`src/rtl/scalar_kalman_filter_defines.svh`:
```
// Assertion macros shared by the RTL.
`ifndef SCALAR_KALMAN_FILTER_DEFINES_SVH
`define SCALAR_KALMAN_FILTER_DEFINES_SVH

`ifndef ASSERT_OFF
// Antecedent holds -> consequent holds in the same cycle.
`define SKF_ASSERT_IMP(lbl, clk, rstn, ante, cons) \
    lbl: assert property (@(posedge clk) disable iff (!(rstn)) (ante) |-> (cons)) \
        else $error("same-cycle check failed");
// Antecedent holds -> consequent holds in the next cycle.
`define SKF_ASSERT_NXT(lbl, clk, rstn, ante, cons) \
    lbl: assert property (@(posedge clk) disable iff (!(rstn)) (ante) |=> (cons)) \
        else $error("next-cycle check failed");
`else
`define SKF_ASSERT_IMP(lbl, clk, rstn, ante, cons)
`define SKF_ASSERT_NXT(lbl, clk, rstn, ante, cons)
`endif

`endif

```
`src/rtl/skf_pkg.sv`:
```
package skf_pkg;

    localparam int SampleBitsDef = 16;
    localparam int FracBitsDef   = 16;

    localparam int GainFrac   = 16;
    localparam int GainW      = GainFrac + 1;
    localparam int WordW      = 32;
    localparam int PcW        = 4;
    localparam int OpW        = 4;
    localparam int CondW      = 2;

    localparam logic [WordW-1:0] ProcNoiseRst = 32'd655;
    localparam logic [WordW-1:0] MeasNoiseRst = 32'd65536;
    localparam logic [GainW-1:0] GainOne      = 17'h10000;

    // register indexes
    localparam logic CFG_PROC_NOISE = 1'b0;
    localparam logic CFG_MEAS_NOISE = 1'b1;

    // datapath operations
    localparam logic [OpW-1:0] OP_IDLE  = 4'd0;
    localparam logic [OpW-1:0] OP_PRED  = 4'd1;
    localparam logic [OpW-1:0] OP_DINIT = 4'd2;
    localparam logic [OpW-1:0] OP_DSTEP = 4'd3;
    localparam logic [OpW-1:0] OP_GAIN  = 4'd4;
    localparam logic [OpW-1:0] OP_MULX  = 4'd5;
    localparam logic [OpW-1:0] OP_UPDX  = 4'd6;
    localparam logic [OpW-1:0] OP_MULP  = 4'd7;
    localparam logic [OpW-1:0] OP_UPDP  = 4'd8;
    localparam logic [OpW-1:0] OP_OUT   = 4'd9;

    // sequencing conditions
    localparam logic [CondW-1:0] C_NEXT     = 2'd0; // pc + 1
    localparam logic [CondW-1:0] C_WAIT_IN  = 2'd1; // hold until a beat is taken
    localparam logic [CondW-1:0] C_LOOP     = 2'd2; // jump while count nonzero
    localparam logic [CondW-1:0] C_WAIT_OUT = 2'd3; // hold until result slot free

    // program addresses
    localparam logic [PcW-1:0] PC_IDLE  = 4'd0;
    localparam logic [PcW-1:0] PC_PRED  = 4'd1;
    localparam logic [PcW-1:0] PC_DINIT = 4'd2;
    localparam logic [PcW-1:0] PC_DSTEP = 4'd3;
    localparam logic [PcW-1:0] PC_GAIN  = 4'd4;
    localparam logic [PcW-1:0] PC_MULX  = 4'd5;
    localparam logic [PcW-1:0] PC_UPDX  = 4'd6;
    localparam logic [PcW-1:0] PC_MULP  = 4'd7;
    localparam logic [PcW-1:0] PC_UPDP  = 4'd8;
    localparam logic [PcW-1:0] PC_OUT   = 4'd9;

    typedef struct packed {
        logic [OpW-1:0]   op;
        logic [CondW-1:0] cond;
        logic [PcW-1:0]   tgt;
    } t_uword;

    // control store
    function automatic t_uword uw_rom(input logic [PcW-1:0] pc);
        t_uword w;
        case (pc)
            PC_IDLE:  w = '{op: OP_IDLE,  cond: C_WAIT_IN,  tgt: PC_PRED};
            PC_PRED:  w = '{op: OP_PRED,  cond: C_NEXT,     tgt: PC_DINIT};
            PC_DINIT: w = '{op: OP_DINIT, cond: C_NEXT,     tgt: PC_DSTEP};
            PC_DSTEP: w = '{op: OP_DSTEP, cond: C_LOOP,     tgt: PC_DSTEP};
            PC_GAIN:  w = '{op: OP_GAIN,  cond: C_NEXT,     tgt: PC_MULX};
            PC_MULX:  w = '{op: OP_MULX,  cond: C_NEXT,     tgt: PC_UPDX};
            PC_UPDX:  w = '{op: OP_UPDX,  cond: C_NEXT,     tgt: PC_MULP};
            PC_MULP:  w = '{op: OP_MULP,  cond: C_NEXT,     tgt: PC_UPDP};
            PC_UPDP:  w = '{op: OP_UPDP,  cond: C_NEXT,     tgt: PC_OUT};
            PC_OUT:   w = '{op: OP_OUT,   cond: C_WAIT_OUT, tgt: PC_IDLE};
            default:  w = '{op: OP_IDLE,  cond: C_WAIT_OUT, tgt: PC_IDLE};
        endcase
        return w;
    endfunction

endpackage

```
`src/rtl/scalar_kalman_filter.sv`:
```
// Scalar (1-D) Kalman filter over unsigned ADC samples, fixed point.
// Input channel: i_in_valid / o_in_stall with i_sample. A beat is taken when
//   valid is high and stall is low; stall is low only while the sequencer
//   sits at its idle step.
// Output channel: o_out_valid / i_out_stall with o_estimate (Q16.16) and
//   o_gain (Q1.16, 0x10000 = one). One result per sample.
// Config: i_cfg_we / i_cfg_idx / i_cfg_data, index 0 = Q, 1 = R. Write only
//   while the filter is idle.
// Steps after an input beat: predict, divider setup, 17 restoring-divide
//   steps for the gain, then gain latch, two shared-multiplier passes with
//   their updates, and the output step.
// One sample at a time; the bit-serial gain divider takes most of each pass.
// The output register frees the sequencer; the next beat can be taken while
//   a result waits. If a second result finishes before the first is taken,
//   the sequencer holds at its output step until the slot frees.
// Reset (synchronous, active low): estimate and covariance clear to zero,
//   Q = 655, R = 65536, no result pending, sequencer at idle.
// Receiver stall: o_estimate and o_gain hold; nothing is lost.
`include "scalar_kalman_filter_defines.svh"

module scalar_kalman_filter
    import skf_pkg::*;
#(
    parameter int SAMPLE_BITS = SampleBitsDef,
    parameter int FRAC_BITS   = FracBitsDef
) (
    input  logic                   i_clk,
    input  logic                   i_rst_n,
    // input channel
    input  logic                   i_in_valid,
    output logic                   o_in_stall,
    input  logic [SAMPLE_BITS-1:0] i_sample,
    // output channel
    output logic                   o_out_valid,
    input  logic                   i_out_stall,
    output logic [WordW-1:0]       o_estimate,
    output logic [GainW-1:0]       o_gain,
    // config write port
    input  logic                   i_cfg_we,
    input  logic                   i_cfg_idx,
    input  logic [WordW-1:0]       i_cfg_data
);

    // target width and magnitude width (covers both the estimate and p)
    localparam int TgtW = SAMPLE_BITS + FRAC_BITS;
    localparam int MagW = (TgtW > WordW) ? TgtW : WordW;
    localparam int ProdW = MagW + GainW;
    localparam int CntW = $clog2(GainFrac + 1);
    localparam logic [CntW-1:0] DivLast = CntW'(GainFrac);
    localparam logic [ProdW:0]  RoundHalf = (ProdW+1)'(1) << (GainFrac - 1);
    localparam logic [MagW:0]   WordMaxUp = (MagW+1)'({WordW{1'b1}});
    localparam logic [MagW-1:0] WordMaxM  = MagW'({WordW{1'b1}});

    // sequencer
    logic [PcW-1:0]  r_pc, n_pc;
    logic [CntW-1:0] r_cnt;
    t_uword          uw;

    // config and state
    logic [WordW-1:0] r_qn, r_rn;
    logic [WordW-1:0] r_x, r_cov;

    // datapath
    logic [SAMPLE_BITS-1:0] r_smp;
    logic [WordW-1:0]       r_p;
    logic [WordW:0]         r_den;
    logic [WordW+1:0]       r_rem;
    logic [GainW-1:0]       r_q;
    logic                   r_dz;
    logic [GainW-1:0]       r_g;
    logic [MagW-1:0]        r_mag;
    logic                   r_neg;
    logic [ProdW-1:0]       r_prod;
    logic [WordW-1:0]       r_nx;

    // output slot
    logic             r_out_valid;
    logic [WordW-1:0] r_est;
    logic [GainW-1:0] r_gout;

    logic in_acc, out_free;

    assign uw       = uw_rom(r_pc);
    assign in_acc   = i_in_valid && !o_in_stall;
    assign out_free = !r_out_valid || !i_out_stall;

    assign o_in_stall  = (r_pc != PC_IDLE);
    assign o_out_valid = r_out_valid;
    assign o_estimate  = r_est;
    assign o_gain      = r_gout;

    // next program step
    always_comb begin
        case (uw.cond)
            C_NEXT:     n_pc = r_pc + PcW'(1);
            C_WAIT_IN:  n_pc = in_acc ? uw.tgt : r_pc;
            C_LOOP:     n_pc = (r_cnt != '0) ? uw.tgt : r_pc + PcW'(1);
            C_WAIT_OUT: n_pc = out_free ? uw.tgt : r_pc;
            default:    n_pc = PC_IDLE;
        endcase
    end

    // predict: saturating p + Q
    logic [WordW:0]   psum;
    logic [WordW-1:0] p_sat;
    assign psum  = {1'b0, r_cov} + {1'b0, r_qn};
    assign p_sat = psum[WordW] ? {WordW{1'b1}} : psum[WordW-1:0];

    // one restoring-divide step; remainder stays below twice the denominator
    logic [WordW+2:0] dtr;
    logic             qbit;
    logic [WordW+1:0] rsel;
    assign dtr  = {1'b0, r_rem} - {2'b00, r_den};
    assign qbit = !dtr[WordW+2];
    assign rsel = qbit ? dtr[WordW+1:0] : r_rem;

    // remainder bound for the divider check; a zero denominator is exempt
    logic rem_ok;
    assign rem_ok = r_dz || (r_rem < {r_den, 1'b0});

    // innovation magnitude and sign
    logic [MagW-1:0] tgt_w, x_w;
    assign tgt_w = MagW'(r_smp) << FRAC_BITS;
    assign x_w   = MagW'(r_x);

    // shared multiplier: |d| * g, then (1 - g) * p
    logic [MagW-1:0]  mul_a;
    logic [GainW-1:0] mul_b;
    logic [ProdW-1:0] prod_c;
    always_comb begin
        if (uw.op == OP_MULP) begin
            mul_a = MagW'(r_p);
            mul_b = GainOne - r_g;
        end else begin
            mul_a = r_mag;
            mul_b = r_g;
        end
    end
    assign prod_c = ProdW'(mul_a) * ProdW'(mul_b);

    // rounding shift of the product
    logic [ProdW:0]  rnd;
    logic [MagW-1:0] stp;
    assign rnd = {1'b0, r_prod} + RoundHalf;
    assign stp = rnd[GainFrac +: MagW];

    // estimate update
    logic [MagW:0]    up;
    logic [MagW-1:0]  dn;
    logic [WordW-1:0] nx_c;
    assign up = {1'b0, x_w} + {1'b0, stp};
    assign dn = x_w - stp;
    always_comb begin
        if (!r_neg) begin
            nx_c = (up > WordMaxUp) ? {WordW{1'b1}} : up[WordW-1:0];
        end else begin
            nx_c = (stp >= x_w) ? '0 : dn[WordW-1:0];
        end
    end

    // control state
    always_ff @(posedge i_clk) begin
        if (!i_rst_n) begin
            r_pc        <= PC_IDLE;
            r_cnt       <= '0;
            r_out_valid <= 1'b0;
            r_x         <= '0;
            r_cov       <= '0;
            r_qn        <= ProcNoiseRst;
            r_rn        <= MeasNoiseRst;
        end else begin
            r_pc <= n_pc;
            if (i_cfg_we) begin
                case (i_cfg_idx)
                    CFG_PROC_NOISE: r_qn <= i_cfg_data;
                    CFG_MEAS_NOISE: r_rn <= i_cfg_data;
                    default: ;
                endcase
            end
            if (uw.op == OP_DINIT) begin
                r_cnt <= DivLast;
            end else if (uw.op == OP_DSTEP && r_cnt != '0) begin
                r_cnt <= r_cnt - CntW'(1);
            end
            if (uw.op == OP_UPDX) begin
                r_x <= nx_c;
            end
            if (uw.op == OP_UPDP) begin
                r_cov <= (stp > WordMaxM) ? {WordW{1'b1}} : stp[WordW-1:0];
            end
            if (uw.op == OP_OUT && out_free) begin
                r_out_valid <= 1'b1;
            end else if (!i_out_stall) begin
                r_out_valid <= 1'b0;
            end
        end
    end

    // payload registers
    always_ff @(posedge i_clk) begin
        case (uw.op)
            OP_IDLE: begin
                if (in_acc) r_smp <= i_sample;
            end
            OP_PRED: begin
                r_p <= p_sat;
            end
            OP_DINIT: begin
                r_den <= {1'b0, r_p} + {1'b0, r_rn};
                r_rem <= {2'b00, r_p};
                r_q   <= '0;
                r_dz  <= (r_p == '0) && (r_rn == '0);
            end
            OP_DSTEP: begin
                r_q   <= {r_q[GainW-2:0], qbit};
                r_rem <= {rsel[WordW:0], 1'b0};
            end
            OP_GAIN: begin
                r_g   <= r_dz ? '0 : r_q;
                r_neg <= (tgt_w < x_w);
                r_mag <= (tgt_w >= x_w) ? (tgt_w - x_w) : (x_w - tgt_w);
            end
            OP_MULX, OP_MULP: begin
                r_prod <= prod_c;
            end
            OP_UPDX: begin
                r_nx <= nx_c;
            end
            OP_OUT: begin
                if (out_free) begin
                    r_est  <= r_nx;
                    r_gout <= r_g;
                end
            end
            default: ;
        endcase
    end

    // checks
    `SKF_ASSERT_NXT(a_accept_starts, i_clk, i_rst_n, in_acc, r_pc == PC_PRED)
    `SKF_ASSERT_IMP(a_rem_bound, i_clk, i_rst_n, r_pc == PC_DSTEP && r_cnt != DivLast, rem_ok)
    `SKF_ASSERT_IMP(a_gain_range, i_clk, i_rst_n, o_out_valid, o_gain <= GainOne)

endmodule

```
`config.mk`:
```
export PLATFORM = sky130hd
export DESIGN_NAME = scalar_kalman_filter
export DESIGN_NICKNAME = d
export VERILOG_FILES = /design/src/rtl/skf_pkg.sv /design/src/rtl/scalar_kalman_filter.sv
export VERILOG_INCLUDE_DIRS = /design/src /design/src/rtl
export SDC_FILE = /design/constraint.sdc
export NUM_CORES = 2
export LEC_CHECK = 0
export ABC_AREA = 1
export BUFFER_PORTS_ARGS = -buffer_cell sky130_fd_sc_hd__buf_2
export CAP_MARGIN = 5
export CORE_MARGIN = 5
export CORE_UTILIZATION = 60
export DETAILED_ROUTE_END_ITERATION = 16
export GPL_ROUTABILITY_DRIVEN = 1
export PLACE_DENSITY = 0.77
export SYNTH_ARGS = -nofsm -noshare
export SYNTH_HDL_FRONTEND = slang
export SYNTH_SLANG_ARGS = --single-unit
export TNS_END_PERCENT = 30
```
`constraint.sdc`:
```
create_clock -name i_clk -period 8.8 [get_ports i_clk]
set_input_delay 1.76 -clock i_clk [delete_from_list [all_inputs] [get_ports i_clk]]
set_output_delay 1.76 -clock i_clk [all_outputs]
set_load 0.005 [all_outputs]
```
# Yosys cells after proc, flatten, opt, wreduce, memory -nomap -nowiden
# Memory sizes are Yosys's and may differ from the RTL's. A register that Yosys moved wholly into a read port is not among the register bits.
# Index checks and enable logic that the tools add are counted.
# W data, S select, Z words.
# classes
addsub	11
mul	1
magnitude_cmp	5
n_eq_ne	15
mux	20
n_bitwise	2
n_reduce_logical	24
# op_table
operator	n
$mux W32	6
$add A32 B32 Y33	3
$sub A32 B32 Y32	3
$pmux W34 S2	1
$ge A32 B32 Y1	2
$logic_not A32 Y1	2
$add A48 B16 Y48 const B	1
$mul A32 B17 Y48	1
$sub A34 B33 Y35	1
$pmux W17 S2	1
$gt A33 B32 Y1 const B	1
$mux W33	1
$gt A32 B32 Y1 const B	1
$lt A32 B32 Y1	1
$mux W4	5
$mux W17	1
$sub A17 B17 Y17 const A	1
$eq A4 B3 Y1 const B	4
$pmux W4 S4	1
$mux W5	2
$reduce_and A2 Y1	5
$eq A4 B2 Y1 const B	2
$eq A4 B4 Y1 const B	2
$reduce_bool A5 Y1	1
other kinds (17)	29
# totals
reg_bits	450
romBits	160
input_bits	54
out_inout_bits	51
mem_count	1
# memory_table
memory	words	width	read_ports	rd_clocked_by_memory_dff	write_ports	line_no	text
(no name shown)	16	10	1	1	0	skf_pkg.sv:60	case (pc)

# Longest topological paths before layout
# logic_depth
ltp_word	7
ltp_mapped	38
ltp_nobuf	36

# Least setup slack after synthesis
# No wires, ideal clock.
# synth_timing
path_kind	reg-to-reg
startpoint	register r_g[0]
endpoint	register r_prod[41] (data pin)
setup_time_ns	0.259
arrival_time_ns	6.158
path_slack_ns	2.383
path_stages_with_launch	27
path_buffers	1
synth_period_minus_slack_ns	6.417
cell_sequence	edfxtp_1 inv_1 ha_1 nand2_1 nor3_2 nand2_1 nor2_1 o21ai_0 nand2_1 buf_2 nand2_1 fa_1 inv_1 fa_1 fa_1 fa_1 fa_1 inv_1 fa_1 inv_1 ha_1 a21oi_1 a21boi_0 o21ai_0 a211oi_1 nand3_1 xor2_1
# synth_between
elab_chain_cells	3
# synth_rtl
element	line_no	text
from (decl)	scalar_kalman_filter.sv:70	logic [GainW-1:0] r_g;
from (signal assigned)	scalar_kalman_filter.sv:219	r_g <= r_dz ? '0 : r_q;
$sub A17 B17 Y17	scalar_kalman_filter.sv:133	mul_b = GainOne - r_g;
$mux W17 (*)	scalar_kalman_filter.sv:131	if (uw.op == OP_MULP) begin
$mul A32 B17 Y48 (*)	scalar_kalman_filter.sv:139	assign prod_c = ProdW'(mul_a) * ProdW'(mul_b);
net prod_c[41]	scalar_kalman_filter.sv:129	logic [ProdW-1:0] prod_c;
to (signal assigned)	scalar_kalman_filter.sv:224	r_prod <= prod_c;
to (decl)	scalar_kalman_filter.sv:73	logic [ProdW-1:0] r_prod;
# The timed path passes the listed nets; every way through them passes the cells marked *.
# A chain may end at the register's enable or synchronous reset.

# Worst setup path in the final report
# layout_timing
startpoint	register, netlist name uw[8]
endpoint	register r_prod[32] (data pin)
# layout_between
elab_chain_cells	3
elab_cells_between_ends	4
classes_between	mul (1); eq/ne (1); mux (2)
# layout_rtl
element	line_no
$eq A4 B3 Y1 (*)	scalar_kalman_filter.sv:131
$mux W32 / $mux W17 (equally long branches)	scalar_kalman_filter.sv:131
$mul A32 B17 Y48 (*)	scalar_kalman_filter.sv:139
net prod_c[32]	scalar_kalman_filter.sv:129
# Marks and branches as above.

==> impl_metrics.json <==
{
  "min_delay_path_depth": 0,
  "cts_setup_buffers": 0,
  "insertion_delay_ns": 0.65,
  "via_count": 43500,
  "avgSynthCellArea_um2": 7.44,
  "grt_first_pass_wirelength_um": 241000,
  "firstDrtPassIters": 8,
  "r2r_start": "uw[8]",
  "setup_viol": 0,
  "ys.warnings.count": 0,
  "drc": 0,
  "syn2layout_area_growth_pct": 6.77,
  "holdCritPathClass": "flip-flop to flip-flop",
  "slew_headroom_pct": 26.0,
  "worst-path-max-fanout": 21,
  "die_x_um": 294,
  "critPathMaxStageDelay_ns": 0.59,
  "max-clock-path-buffers": 3,
  "ys_ff_latch": 445,
  "worstSetupStartpointType": "flip-flop",
  "coreArea_um2": 80400,
  "path_clk_slew_ns": 0.06,
  "antenna_found_initial": 2,
  "hp-start": "r_nx[31]",
  "tritoncts": "yes",
  "numCtsBuffers": 50,
  "criticalPathCategory": "flip-flop to flip-flop",
  "worstReg2RegEnd": "r_prod[32]",
  "hpwlAfterDp_um": 127000,
  "grt_overflow": 0,
  "fin_crit_sh_pct": 92.4,
  "root_buffer": "clkbuf_16",
  "nNetsFinal": 7396,
  "fillers": 7171,
  "min_to": "o_estimate[31]",
  "critPathBufInv": 8,
  "drv_cap": 0,
  "worstPathRequired_ns": 9.19,
  "syn-cell-area_um2": 48500,
  "grt_use_met2_pct": 57.6,
  "cp_top_family": "adder cells",
  "grt.total_usage_pct": 35.8,
  "port_buffers": 104,
  "synth_nets": 7345,
  "finClkSkew_ns": 0.0751,
  "drt_wl_total_um": 156000,
  "layout-drive-gt1-share_pct": 6.09,
  "cp_num_cells": 29,
  "drt_iter0_markers": 3945,
  "cts_max_level": 2,
  "holdBufCountCts": 0,
  "wl_per_cell_um": 20.3,
  "gp_congestion": 1.05,
  "fin_setup_tns_ns": 0,
  "synth_ff_type": "edfxtp_1",
  "netlist_instances": 6521,
  "synth.distinct_cells": 61,
  "cp.arrival_ns": 8.52,
  "io_pins": 105,
  "status": "complete, no violations",
  "grt_max_degree": 99,
  "reg2reg_slack_ns": 0.67,
  "grt_util_met3_pct": 6.90,
  "initial_core_util_pct": 60.3,
  "ant_nets": 0,
  "fmax_ghz": 0.123,
  "drv_slew": 0,
  "row_count": 104,
  "yosysSeqAreaShare_pct": 24.5,
  "rsz0062_at_grt": "no",
  "period_needed_ns": 8.13,
  "cts_sinks": 445,
  "cp-end-kind": "flip-flop",
  "routed_via_density": 5.67,
  "slowest_stage": "fa_1",
  "grt_busiest_layer": "met2",
  "cts_resized": 0,
  "die_area_um2": 86700,
  "use_met1_pct": 45.9,
  "grt_pass1_vias": 43500,
  "fp.dieH_um": 294,
  "cp_common_cell": "fa_1",
  "worstMarginPinSlew_ns": 1.11,
  "ff2ff_path_depth": 29,
  "synth_async_sr_flop_share_pct": 0,
  "finalHoldViolations": 0,
  "synth_enable_flop_cells": 297,
  "antenna-diode-count": 0
}
## logic make-up after synthesis
| family | after synthesis | synth area share, % |
|---|---|---|
| fa+ha+maj | 770 | 26.8 |
| xor+xnor | 165 | 2.98 |
| buf+inv | 1500 | 12.1 |
| compound gates | 789 | 9.16 |
| simple gates | 2852 | 24.4 |
| flops | 445 | 24.5 |
## cell type report
cell class                 count  area (µm²)  area share (%)
clock buffer                  67        1470            2.84
clock inverter                27         344           0.664
inverter                    1335        5010            9.67
multi-input combinational   4576       30800            59.5
sequential                   445       11900            22.9
tap                         1060        1330            2.56
timing repair buffer         164         971            1.87
## cell usage after synthesis, types with 4 or more instances
master	count	area share, %
a211oi_1	6	0.093
a21boi_0	9	0.14
a21o_1	28	0.43
a21oi_1	322	3.3
a21oi_2	7	0.13
a31oi_1	16	0.21
and2_1	6	0.077
and3_1	9	0.12
buf_2	80	0.83
buf_4	11	0.17
buf_6	12	0.28
clkbuf_1	58	0.45
dfxtp_1	148	6.1
edfxtp_1	297	18
fa_1	452	19
ha_1	318	8.2
inv_1	1304	10
inv_2	28	0.22
nand2_1	1588	12
nand2_2	17	0.22
nand2_4	12	0.28
nand3_1	280	2.9
nand3_2	11	0.23
nand3b_1	10	0.15
nand4_1	44	0.57
nor2_1	736	5.7
nor2_2	13	0.17
nor2_4	5	0.12
nor3_1	48	0.50
nor3_2	8	0.17
nor4_1	32	0.41
o211ai_1	27	0.42
o21a_1	14	0.22
o21ai_0	252	2.6
o21ai_1	39	0.40
o21ai_2	12	0.22
o21ai_4	4	0.13
o21bai_1	36	0.56
o22ai_1	6	0.077
or2_2	23	0.30
xnor2_1	44	0.79
xor2_1	121	2.2
## sequential cells by signal, indices dropped and copies added (netlist names), 32 cells and up
signal      flops
r_qn           32
o_estimate     32
r_x            32
r_rem          34
r_den          33
r_cov          32
r_p            32
r_rn           32
r_mag          32
r_nx           32
r_prod         33
## stage by stage
stage                     cells  util (%)  worst slack [ns]  cell area (µm²)  hold slack (ns)
after floorplan            6521         -              2.38            48500            0.400
after global placement     7580      62.2             0.797            50000            0.403
after detailed placement   7580      62.2             0.873            50000            0.405
after CTS                  7674      64.4             0.801            51800            0.416
after global routing       7674      64.4             0.336            51800            0.425
final                      7674      64.4             0.667            51800            0.413
## worst max-delay path by stage
stage                start          to  slack [ns]
floorplan           r_g[0]  r_prod[41]        2.38
global placement     uw[8]  r_prod[32]        0.80
detailed placement   uw[8]  r_prod[32]        0.87
CTS                  uw[8]  r_prod[29]        0.80
global route         uw[8]  r_prod[29]        0.34
finish               uw[8]  r_prod[32]        0.67
## routing by layer
layer / routed length, µm / vias up / part of all wire (%)
met1: 60400 / 20500 / 39
met3: 14800 / 525 / 9.5
li1: - / 20300 / -
met2: 70200 / 2180 / 45
met4: 10700 / 0 / 6.8
met5: 0 / - / 0
## worst register-to-register path, delay by kind of cell, from the launching register on
| family | cells | cell delay, ns |
|---|---|---|
| buf+inv | 8 | 1.51 |
| fa+ha+maj | 7 | 3.42 |
| simple gates | 13 | 2.03 |
| compound gates | 1 | 0.59 |
| flops | 1 | 0.33 |
## placed cells by master, fill, tap and decap left out, types with 10 or more instances in the layout
cell type,n
a21o_1,28
a21oi_1,321
a31oi_1,16
buf_2,104
buf_4,60
clkbuf_16,55
dfxtp_1,148
edfxtp_1,297
fa_1,452
ha_1,318
inv_1,1303
inv_2,28
nand2_1,1588
nand2_2,17
nand2_4,12
nand3_1,280
nand3_2,11
nand3b_1,10
nand4_1,44
nor2_1,731
nor2_2,16
nor3_1,46
nor4_1,32
o211ai_1,27
o21a_1,14
o21ai_0,251
o21ai_1,39
o21ai_2,13
o21bai_1,36
or2_2,23
xnor2_1,44
xor2_1,121
Power is not shown: default switching activity piles up to over one toggle a cycle in this logic, so the estimate is an artifact.
